===== config.mk =====
export PLATFORM = sky130hd
export DESIGN_NAME = gcl_front
export DESIGN_NICKNAME = d
export VERILOG_FILES = /design/src/rtl/gcl_pkg.sv /design/src/rtl/gcl_front.sv
export SDC_FILE = /design/constraint.sdc
export NUM_CORES = 1
export LEC_CHECK = 0
export ABC_CLOCK_PERIOD_IN_PS = 3200
export BUFFER_PORTS_ARGS = -buffer_cell sky130_fd_sc_hd__buf_2
export CAP_MARGIN = 20
export CORE_MARGIN = 2
export CORE_UTILIZATION = 41
export DETAILED_ROUTE_END_ITERATION = 12
export PLACE_DENSITY = 0.63
export SLEW_MARGIN = 20
export SYNTH_ARGS = -nofsm -noshare
export SYNTH_HDL_FRONTEND = slang
export SYNTH_SLANG_ARGS = --single-unit

===== constraint.sdc =====
create_clock -name clk -period 3.2 [get_ports clk]
set_input_delay 0.64 -clock clk [delete_from_list [all_inputs] [get_ports clk]]
set_output_delay 0.64 -clock clk [all_outputs]
set_load 0.01 [all_outputs]

===== src/rtl/gcl_pkg.sv =====
// Shared constants, types and helpers of the glyph cache.
package gcl_pkg;

  // Cache geometry
  localparam int SETS        = 256;
  localparam int WAYS        = 8;
  localparam int MAX_GLYPH   = 32;
  localparam int COUNT_BITS  = 16;
  localparam int SET_BITS    = $clog2(SETS);
  localparam int WAY_BITS    = $clog2(WAYS);
  localparam int SLOT_W      = 11;
  localparam int SLOT_FULL_W = SET_BITS + WAY_BITS;
  localparam logic [COUNT_BITS-1:0] COUNT_MAX = '1;
  localparam logic [COUNT_BITS-1:0] COUNT_ONE = COUNT_BITS'(1);

  // Queue depths
  localparam int QDEPTH = 2;

  // Configuration port
  localparam int CFG_ADDR_W = 3;
  localparam logic REG_CACHE_ENABLE = 1'b0;

  // Request modes
  localparam logic MODE_LOOKUP = 1'b0;
  localparam logic MODE_FILL   = 1'b1;

  typedef enum logic [1:0] {
    ST_HIT    = 2'd0,
    ST_MISS   = 2'd1,
    ST_BYPASS = 2'd2,
    ST_FILLED = 2'd3
  } status_t;

  typedef struct packed {
    logic               mode;
    logic [15:0]        char_code;
    logic [7:0]         text_size;
    logic signed [15:0] fill_advance;
    logic signed [7:0]  fill_left;
    logic signed [7:0]  fill_top;
    logic [5:0]         fill_rows;
    logic [5:0]         fill_width;
  } in_item_t;

  typedef struct packed {
    logic [1:0]         status;
    logic [SLOT_W-1:0]  slot_index;
    logic               evicted;
    logic signed [15:0] glyph_advance;
    logic signed [7:0]  glyph_left;
    logic signed [7:0]  glyph_top;
    logic [5:0]         glyph_rows;
    logic [5:0]         glyph_width;
  } out_item_t;

  typedef struct packed {
    logic signed [15:0] advance;
    logic signed [7:0]  left;
    logic signed [7:0]  top;
    logic [5:0]         rows;
    logic [5:0]         width;
  } metrics_t;

  typedef struct packed {
    logic [15:0] code;
    logic [7:0]  size;
  } tag_t;

  typedef struct packed {
    tag_t                  tag;
    logic [COUNT_BITS-1:0] count;
    metrics_t              metrics;
  } entry_t;

  typedef entry_t [WAYS-1:0] row_t;
  localparam int ROW_W = $bits(row_t);

  // Classified request between front and back
  typedef struct packed {
    logic     bypass;
    in_item_t item;
  } req_t;

  function automatic metrics_t fill_metrics(input in_item_t it);
    metrics_t m;
    m.advance = it.fill_advance;
    m.left    = it.fill_left;
    m.top     = it.fill_top;
    m.rows    = it.fill_rows;
    m.width   = it.fill_width;
    return m;
  endfunction

  function automatic out_item_t make_result(input status_t st,
                                            input logic [SLOT_W-1:0] slot,
                                            input logic ev,
                                            input metrics_t m);
    out_item_t r;
    r.status        = st;
    r.slot_index    = slot;
    r.evicted       = ev;
    r.glyph_advance = m.advance;
    r.glyph_left    = m.left;
    r.glyph_top     = m.top;
    r.glyph_rows    = m.rows;
    r.glyph_width   = m.width;
    return r;
  endfunction

endpackage


===== src/rtl/gcl_front.sv =====
// Front end: accepts requests, marks bypass cases, queues them for the back end.
module gcl_front (
  input  logic              clk,
  input  logic              rst,
  input  logic              cache_enable,
  input  logic              push,
  output logic              full,
  input  gcl_pkg::in_item_t request,
  output logic              q_valid,
  output gcl_pkg::req_t     q_data,
  input  logic              q_pop
);

  gcl_pkg::req_t q_mem [gcl_pkg::QDEPTH];
  logic          wp;
  logic          rp;
  logic [1:0]    cnt;
  logic          accept;
  gcl_pkg::req_t req_in;

  // Classify: disabled cache or oversize glyph goes around the cache
  always_comb begin
    req_in.item   = request;
    req_in.bypass = !cache_enable || (request.text_size > 8'(gcl_pkg::MAX_GLYPH));
  end

  assign full    = (cnt == 2'(gcl_pkg::QDEPTH));
  assign accept  = push && !full;
  assign q_valid = (cnt != 2'd0);
  assign q_data  = q_mem[rp];

  // Payload storage
  always_ff @(posedge clk) begin
    if (accept) begin
      q_mem[wp] <= req_in;
    end
  end

  // Pointers and fill level
  always_ff @(posedge clk) begin
    if (rst) begin
      wp  <= 1'b0;
      rp  <= 1'b0;
      cnt <= 2'd0;
    end else begin
      if (accept) wp <= !wp;
      if (q_pop)  rp <= !rp;
      cnt <= cnt + 2'(accept) - 2'(q_pop);
    end
  end

endmodule


# Word level (Yosys, flattened, before mapping)
# Memory sizes are Yosys's and may differ from the RTL's. A register that Yosys moved wholly into a read port is not among the register bits.
# Cells that the tools add are included.
totals:
  reg_bits: 4
  ramBits: 140
  elab_cells: 19
  mem_count: 1
mem_list:
  columns: ["memory", "words", "word_bits", "read_ports", "rd_ports_with_merged_regs", "wr", "line", "source"]
  rows:
  - ["q_mem", 2, 70, 1, 1, 1, "gcl_front.sv:14", "gcl_pkg::req_t q_mem [gcl_pkg::QDEPTH];"]
classes:
  n_addsub: 2
  order_cmp: 1
  eq_ne: 1
  muxes: 4
  reduce_logical: 7
ops:
  columns: ["op", "count"]
  rows:
  - ["> comparator 8 x 6 -> 1 bit, second input constant", 1]
  - ["zero test 1 bit", 4]
  - ["2-to-1 mux 1 bit", 4]
  - ["adder 2 x 1 -> 2 bit", 1]
  - ["equality test 2 bit, second input constant", 1]
  - ["nonzero test 2 bit", 1]
  - ["subtractor 2 x 1 -> 2 bit", 1]
  - ["logical AND 1 bit", 1]
  - ["logical OR 1 bit", 1]

# Longest topological paths before layout
# Gate-level depths: netlist of the first run.
logic_depth:
  word_depth: 5
  ltp_mapped: 8
  depth_no_buf: 8

# Worst setup path before layout of the first run
# No wires, ideal clock.
synth_timing:
  path_type: "input port to flip-flop"
  from: "in push"
  to: "mem q_mem[0][0] (netlist bit), enable pin"
  setup_ns: 0.424
  arrival_ns: 2.401
  slack_ns: 0.375
  stages: 3
  path_cell_list: "inv_1 > or3_1 > inv_1"
synth_between:
  elab_chain_cells: 3
synth_rtl:
  columns: ["element", "line", "source"]
  rows:
  - ["from (decl)", "gcl_front.sv:6", "input logic push,"]
  - ["logical AND 1 bit", "gcl_front.sv:28", "assign accept = push && !full;"]
  - ["2-to-1 mux 1 bit", "gcl_front.sv:34", "if (accept) begin"]
  - ["2-to-1 mux 1 bit (not written as such)", "gcl_front.sv:35", "q_mem[wp] <= req_in;"]
  - ["to (decl)", "gcl_front.sv:14", null]
# No other way between the ends.

==> impl_metrics.toml, run 1 <==
[cts]
cts_tree = "yes"
root_buffer = "clkbuf_16"
clock_path_buffers = 2
cts.reportedPaths.clkPinSlew_ns = 0.06
htreeDepth = 4
cts_buffers = 17
cts_setup_buffers = 0
cts.repair.resized = 0
worstSkewPairLatency_ns = 0.41
clock-sinks = 145
cts_hold_buffers = 0

[floorplanning]
initial_utilization_pct = 42.0
num_rows = 41
die-area_um2 = 13800
io_pins = 146
die_height_um = 118
die_width_um = 118
core-area_um2 = 12600

[pwr]
power_switching_mw = 1.04
clkPwrFrac_pct = 37.9
power_switching_share_pct = 22.0
cellLeakagePower_nw = 2.54
power.total_mw = 4.72
internal-power_mw = 3.68
p_per_area_nw_per_um2 = 697
comb_power_share_pct = 12.5
vdd_drop_max_mv = 0.406
seq_power_share_pct = 49.6

[critical_path]
rr_worst_depth = 5
cp-start-kind = "flip-flop"
critPathMaxFanout = 46
cp-end-kind = "output pin"
required_ns = 2.56
cp.arrival_ns = 1.86
crit_type = "reg -> out"

[outcome]
status = "finished clean"

[route]
wirelength_met1_um = 3950
vias = 2774
wl_met3_um = 569
wl_per_cell_um = 16.0
vias_per_cell = 4.69
drt_pre_antenna_iters = 4
met2_length_um = 4680
drc_errors = 0
drt_iter0_markers = 158
routed_wl_um = 9440
final_antenna_net_count = 0
dr.max_layer_used = "met4"

[yosys]
syn_area_per_cell_um2 = 21.4
synthCells = 248
ys.flop_type = "edfxtp_1"
yosysTopAreaCellShare_pct = 79.3
synth_nets = 324
ys_seq_elements = 145
ys_types = 23
synth_warnings = 0
seq_area_frac_synth_pct = 81.2
synthArstFlopShare_pct = 0
synth_area_leaders = "edfxtp_1 79%, mux2_2 15%, dfxtp_1 1.9%"
synth_area_um2 = 5300
synthTopCellsByCount = "140 x edfxtp_1, 70 x mux2_2, 6 x buf_4"
synth_top_cell_by_area = "edfxtp_1"
synth_edf_count = 140
yosysMostFrequentCell = "edfxtp_1"

[grt]
grt_pass1_wl_um = 15100
grt_max_degree = 47
grt_usage_pct = 14.5
grt_pass1_vias = 2962
grt_overflow = 0
antenna_found_initial = 0

[finish]
fillCellCount = 1053
final_util_pct = 53.7
syn2layout_area_growth_pct = 28.0
finalNetCount = 484
drive_gt1_share_pct = 58.5
diodes = 0

[timing]
fmax_ghz = 0.400
slew_violations = 0
slew_headroom_pct = 57.7
fin_crit_ns = 2.50
finalClockSkew_ns = 0.00761
worstMarginPinSlew_ns = 0.634
hold_viol = 0
finalSetupViolations = 0
tns_ns = 0
rsz0062_at_grt = "no"
period_share_pct = 78.1

[place]
io_buffers = 145
finalWeightedCongestion = 0.694
dpl.hpwl_um = 6010

[hold_path]
hold_depth = 1
min-delay-path-class = "in -> reg"

[run]
maxCapViolCount = 0
-- kinds of logic after synthesis --
family | share of synthesized area (%)
buffers and inverters | 1.32
adders and majority gates | 0.472
muxes | 14.9
AOI/OAI and AO/OA | 0.283
DFF | 81.2
and+or+nand+nor | 1.49
xor gates and xnor gates | 0.331
-- per-layer routing --
layer	track usage, %	vias up
li1	-	1295
met1	17.6	1366
met2	22.8	96
met3	4.89	17
met4	7.91	0
met5	0	-
-- through the flow --
stage / hold slack [ns] / setup slack, ns / instance area [um2] / instances
4_1_cts: 0.395 / 0.650 / 6780 / 591
5_1_grt: 0.393 / 0.606 / 6780 / 591
6_report: 0.416 / 0.702 / 6780 / 591
3_5_place_dp: 0.492 / 1.04 / 6250 / 561
3_3_place_gp: 0.479 / 1.07 / 6250 / 561
2_1_floorplan: 0.452 / 0.375 / 5300 / 248
-- worst paths after layout --
kind                           from                endpoint  slack [ns]
setup / recovery          flip-flop               q_data[1]        0.70
hold / removal          request[58]  q_mem[1][58]$_DFFE_PP_        0.42
setup reg to reg  cnt[0]$_SDFF_PP0_  q_mem[0][45]$_DFFE_PP_        1.34
hold reg to reg     wp$_SDFFE_PP0P_         wp$_SDFFE_PP0P_        0.51
-- power by group through the flow --
stage	Clock [mW]	Sequential, mW	Combinational [mW]
4_1_cts	1.84	2.35	0.604
6_report	1.79	2.35	0.589
3_5_place_dp	0	2.39	0.601
5_1_grt	1.92	2.36	0.643
3_3_place_gp	0	2.37	0.594
2_1_floorplan	0	2.37	0.358
-- area by class of cell --
class,count,area [um2],share of cell area [%]
Inverter,4,15.0,0.221
Sequential cell,145,4310,63.5
Timing Repair Buffer,149,781,11.5
Tap cell,172,215,3.17
Clock buffer,20,437,6.44
Multi-Input combinational cell,91,930,13.7
Clock inverter,10,95.1,1.40
-- critical path, stage by stage (launching register included) --
cell and delay, ns:
dfxtp_4 0.57, buf_12 0.32, mux2_2 0.38, buf_2 0.14
-- sequential cells by signal, summed over array words and instances, names as in the netlist, named ones only --
name,cells
wp,1
q_mem,140
rp,1
cnt,2
-- layout by cell type, fill, tap and decap left out, types with 2 or more instances in the layout --
cell type / netlist / layout
buf_12: 0 / 2
buf_2: 2 / 145
buf_4: 6 / 2
bufinv_16: 0 / 2
clkbuf_1: 0 / 3
clkbuf_16: 0 / 17
clkinv_1: 0 / 6
dfxtp_1: 5 / 4
edfxtp_1: 140 / 140
ha_1: 2 / 2
inv_1: 4 / 3
mux2_2: 70 / 70
nand2_1: 2 / 2
nor2_1: 3 / 3
(Power assumes the default switching activity.)
==> run 2, diff against run 1 <==
Settings changed: ABC_CLOCK_PERIOD_IN_PS 3200 to 2600.
Clock period 3.2 ns to 2.6 ns, I/O delays scaled along.
==> run 2 against run 1 <==
  * Critical path type unchanged
  * Critical path depth is the same
  * Worst hold slack lost 0.13 ns
  * Design area grew 0.52%
  * Register-to-register slack lost 0.54 ns
  * Sequential cell count is the same
  * Routed wire length shrank 0.32%
  * Clock skew grew 0.0053 ns
  * Clock power grew 25%
==> impl_metrics.toml, run 2 (synthesized netlist as in run 1, its figures left out) <==
[critical_path]
cp.arrival_ns = 1.79
cp-end-kind = "output pin"
crit_type = "reg -> out"
critPathBufInv = 2
reg2reg_from = "cnt[0]$_SDFF_PP0_"
path_cells = "buf_4, mux2_2, buf_2"
required_ns = 2.08
cp-start-kind = "flip-flop"
crit_slowest_cell = "dfxtp_4"
critPathMaxFanout = 24
slowest_delay_ns = 0.57
cp_top_family = "flip-flops"

[route]
dr.max_layer_used = "met5"
drt_iter0_markers = 98
drt_pre_antenna_iters = 4
wirelength_met1_um = 3800
wl_met3_um = 562
routed_wl_um = 9410
vias = 2762
met2_length_um = 4900
drc_errors = 0
final_antenna_net_count = 0
wl_per_cell_um = 15.9
vias_per_cell = 4.66

[timing]
worst_slack_ns = 0.286
period_share_pct = 89.0
finalSetupViolations = 0
hold_viol = 0
slew_headroom_pct = 67.4
worstMarginPinSlew_ns = 0.489
slew_violations = 0
tns_ns = 0
rsz0062_at_grt = "no"
finalClockSkew_ns = 0.0129
fmax_ghz = 0.432
fin_crit_ns = 2.31

[pwr]
internal-power_mw = 4.54
comb_power_share_pct = 12.5
power_switching_mw = 1.32
p_per_area_nw_per_um2 = 860
power_switching_share_pct = 22.5
seq_power_share_pct = 49.3
clkPwrFrac_pct = 38.3
cellLeakagePower_nw = 2.55
vdd_drop_max_mv = 0.438

[cts]
clock_path_buffers = 2
cts.reportedPaths.clkPinSlew_ns = 0.06
cts_hold_buffers = 0
cts_buffers = 17
worstSkewPairLatency_ns = 0.41
root_buffer = "clkbuf_16"
cts_setup_buffers = 0
cts.repair.resized = 0
clock-sinks = 145
htreeDepth = 4
cts_tree = "yes"

[grt]
antenna_found_initial = 1
grt_pass1_vias = 2922
grt_max_degree = 40
grt_usage_pct = 14.1
grt_overflow = 0
grt_pass1_wl_um = 14700

[finish]
drive_gt1_share_pct = 60.3
final_util_pct = 54.0
final_common_cell = "buf_2"
diodes = 0
fillCellCount = 1073
top_register = "q_mem"
finalNonFillerCells = 593
syn2layout_area_growth_pct = 28.6
largest_reg_flops = 140
final_cell_mix = "145 x buf_2, 140 x edfxtp_1, 70 x mux2_2"
top_regs = "q_mem x140, cnt x2"
finalNetCount = 486

[place]
place_inst = 563
pre_cts_slack_ns = 0.618
dpl.hpwl_um = 6210
io_buffers = 145
finalWeightedCongestion = 0.693

[floorplanning]
die_height_um = 118
core-area_um2 = 12600
io_pins = 146
die-area_um2 = 13800
initial_utilization_pct = 42.0
die_width_um = 118
num_rows = 41

[outcome]
status = "finished clean"

[run]
maxCapViolCount = 0

[hold_path]
hold_start = "request[0]"
min-delay-path-class = "in -> reg"
run 2: cell count changes in the layout (fill, tap and decap cells not counted):
cell        before  now
clkinv_1         6    2
clkinv_2         1    5
clkinvlp_4       1    5
clkbuf_1         3    0
buf_4            2    4
inv_2            1    0
run 2: stage by stage:
step / total power [mW] / area, um2 / hold slack [ns]
global route: 6.11 / 6820 / 0.276
CTS: 5.94 / 6820 / 0.273
finish: 5.86 / 6820 / 0.289
detailed placement: 3.68 / 6270 / 0.490
floorplan: 3.35 / 5300 / 0.451
global placement: 3.66 / 6270 / 0.490
run 2: per-layer routing:
metal,up-vias,global-route usage [%]
met5,-,0
met1,1360,15.9
met3,14,5.38
met2,93,23.7
li1,1293,-
met4,2,6.78
run 2: power groups by stage:
stage	clock, mW	combinational [mW]	sequential [mW]
6_report	2.24	0.731	2.89
5_1_grt	2.40	0.802	2.91
2_1_floorplan	0	0.443	2.91
4_1_cts	2.30	0.752	2.89
3_3_place_gp	0	0.740	2.92
3_5_place_dp	0	0.747	2.94
run 2: final cells by class:
type,count,area [um2],area share [%]
clock inverter,13,123,1.80
sequential,145,4310,63.2
clock buffer,17,425,6.24
multi-input combinational,91,930,13.6
tap,172,215,3.16
timing repair buffer,151,796,11.7
inverter,4,18.8,0.275
run 2: final timing paths:
path                            end  slack [ns]  depth (start not counted)
max reg2reg  q_mem[0][20]$_DFFE_PP_        0.80                          5
min           q_mem[1][0]$_DFFE_PP_        0.29                          1
max                      q_data[13]        0.29                          3
min reg2reg         wp$_SDFFE_PP0P_        0.51                          2
==> run 3, diff against run 2 <==
Settings changed: RECOVER_POWER set to 25.
==> run 3 against run 2 <==
  * Power is essentially flat
  * Global-route usage is the same
  * Setup slack got worse by 0.0054 ns
  * Sequential cell count did not move
  * Clock skew about the same
  * Register-to-register slack about the same
  * Critical path type unchanged
  * Highest routed layer unchanged
==> impl_metrics.toml, run 3 (synthesized netlist as in run 1, its figures left out) <==
[route]
drt_pre_antenna_iters = 4
vias = 2767
final_antenna_net_count = 0
drc_errors = 0
routed_wl_um = 9440
vias_per_cell = 4.67
drt_iter0_markers = 104
wl_per_cell_um = 15.9

[hold_path]
min-delay-path-class = "in -> reg"

[critical_path]
rrSetupSlack_ns = 0.80
r2r-end = "q_mem[0][19]$_DFFE_PP_"
required_ns = 2.08
reg2reg_from = "cnt[0]$_SDFF_PP0_"
crit_type = "reg -> out"
crit_end = "q_data[13]"
cp.arrival_ns = 1.80
critPathMaxFanout = 24
cp-end-kind = "output pin"
cp-start-kind = "flip-flop"
rr_worst_depth = 5

[finish]
finalNonFillerCells = 593
final_cell_mix = "140 x edfxtp_1, 129 x buf_2, 70 x mux2_2"
final_util_pct = 53.8
largest_reg_flops = 140
top_register = "q_mem"
syn2layout_area_growth_pct = 28.2
final_common_cell = "edfxtp_1"
drive_gt1_share_pct = 56.5
top_regs = "q_mem x140, cnt x2"
diodes = 0
final_area_um2 = 6800
fillCellCount = 1086
finalNetCount = 486

[timing]
slew_violations = 0
finalSetupViolations = 0
worst_slack_ns = 0.281
slew_headroom_pct = 66.9
period_share_pct = 89.2
rsz0062_at_grt = "no"
fmax_ghz = 0.431
finalClockSkew_ns = 0.0130
tns_ns = 0
hold_viol = 0
fin_crit_ns = 2.32
worstMarginPinSlew_ns = 0.496
fin_hold_ws_ns = 0.290

[cts]
cts_hold_buffers = 0
cts_buffers = 17
cts_tree = "yes"
cts.reportedPaths.clkPinSlew_ns = 0.06
root_buffer = "clkbuf_16"
htreeDepth = 4
cts.repair.resized = 0
clock-sinks = 145
worstSkewPairLatency_ns = 0.41
clock_path_buffers = 2
cts_setup_buffers = 0

[grt]
busiest_layer = "met2"
grt_overflow = 0
grt_pass1_vias = 2922
met3_usage_pct = 5.38
grt_use_met2_pct = 23.7
grt_usage_pct = 14.1
met1_usage_pct = 15.9
antenna_found_initial = 1
grt_max_degree = 40
grt_pass1_wl_um = 14700

[place]
io_buffers = 145
place_area_um2 = 6270
pre_cts_slack_ns = 0.618
finalWeightedCongestion = 0.693
dpl.hpwl_um = 6210
place_inst = 563

[pwr]
comb_power_share_pct = 12.4
seq_power_share_pct = 49.3
clkPwrFrac_pct = 38.3
power_switching_share_pct = 22.5
cellLeakagePower_nw = 2.51
internal-power_mw = 4.54
vdd_drop_max_mv = 0.437
power_switching_mw = 1.32
p_per_area_nw_per_um2 = 862
power.total_mw = 5.86

[floorplanning]
num_rows = 41
die_height_um = 118
core-area_um2 = 12600
die_width_um = 118
die-area_um2 = 13800
io_pins = 146
initial_utilization_pct = 42.0

[outcome]
status = "finished clean"

[run]
maxCapViolCount = 0
[run 3: cell count changes in the layout (fill, tap and decap cells not counted), sizes merged]
| cell | change |
|---|---|
| buf | -15 |
| clkbuf | +15 |
[run 3: per-layer routing]
layer | wire [um] | up-vias
met2 | 4890 | 95
met5 | 11 | -
li1 | - | 1295
met3 | 594 | 14
met1 | 3820 | 1361
met4 | 134 | 2
[run 3: worst max-delay path: stages (launching register included)]
cell	delay, ns
dfxtp_4	0.58
buf_4	0.30
mux2_2	0.36
buf_2	0.14
[run 3: how the worst min path moves through the flow]
stage / end / depth (start not counted) / from
2_1_floorplan: wp$_SDFFE_PP0P_ / 2 / wp$_SDFFE_PP0P_
3_3_place_gp: wp$_SDFFE_PP0P_ / 2 / wp$_SDFFE_PP0P_
3_5_place_dp: wp$_SDFFE_PP0P_ / 2 / wp$_SDFFE_PP0P_
4_1_cts: q_mem[1][27]$_DFFE_PP_ / 1 / request[27]
5_1_grt: q_mem[1][5]$_DFFE_PP_ / 1 / request[5]
6_report: q_mem[1][0]$_DFFE_PP_ / 1 / request[0]
[run 3: layout make-up]
cell class                 instances  area [um2]  area share (%)
sequential                       145        4310            63.4
multi-input combinational         91         930            13.7
timing repair buffer             151         776            11.4
clock buffer                      17         425            6.26
tap                              172         215            3.17
clock inverter                    13         123            1.80
inverter                           4        18.8           0.276
[run 3: power by group through the flow]
stage / Combinational, mW / Sequential (mW) / Clock, mW
global placement: 0.740 / 2.92 / 0
CTS: 0.752 / 2.89 / 2.30
finish: 0.728 / 2.89 / 2.24
detailed placement: 0.747 / 2.94 / 0
global route: 0.799 / 2.91 / 2.40
floorplan: 0.443 / 2.91 / 0
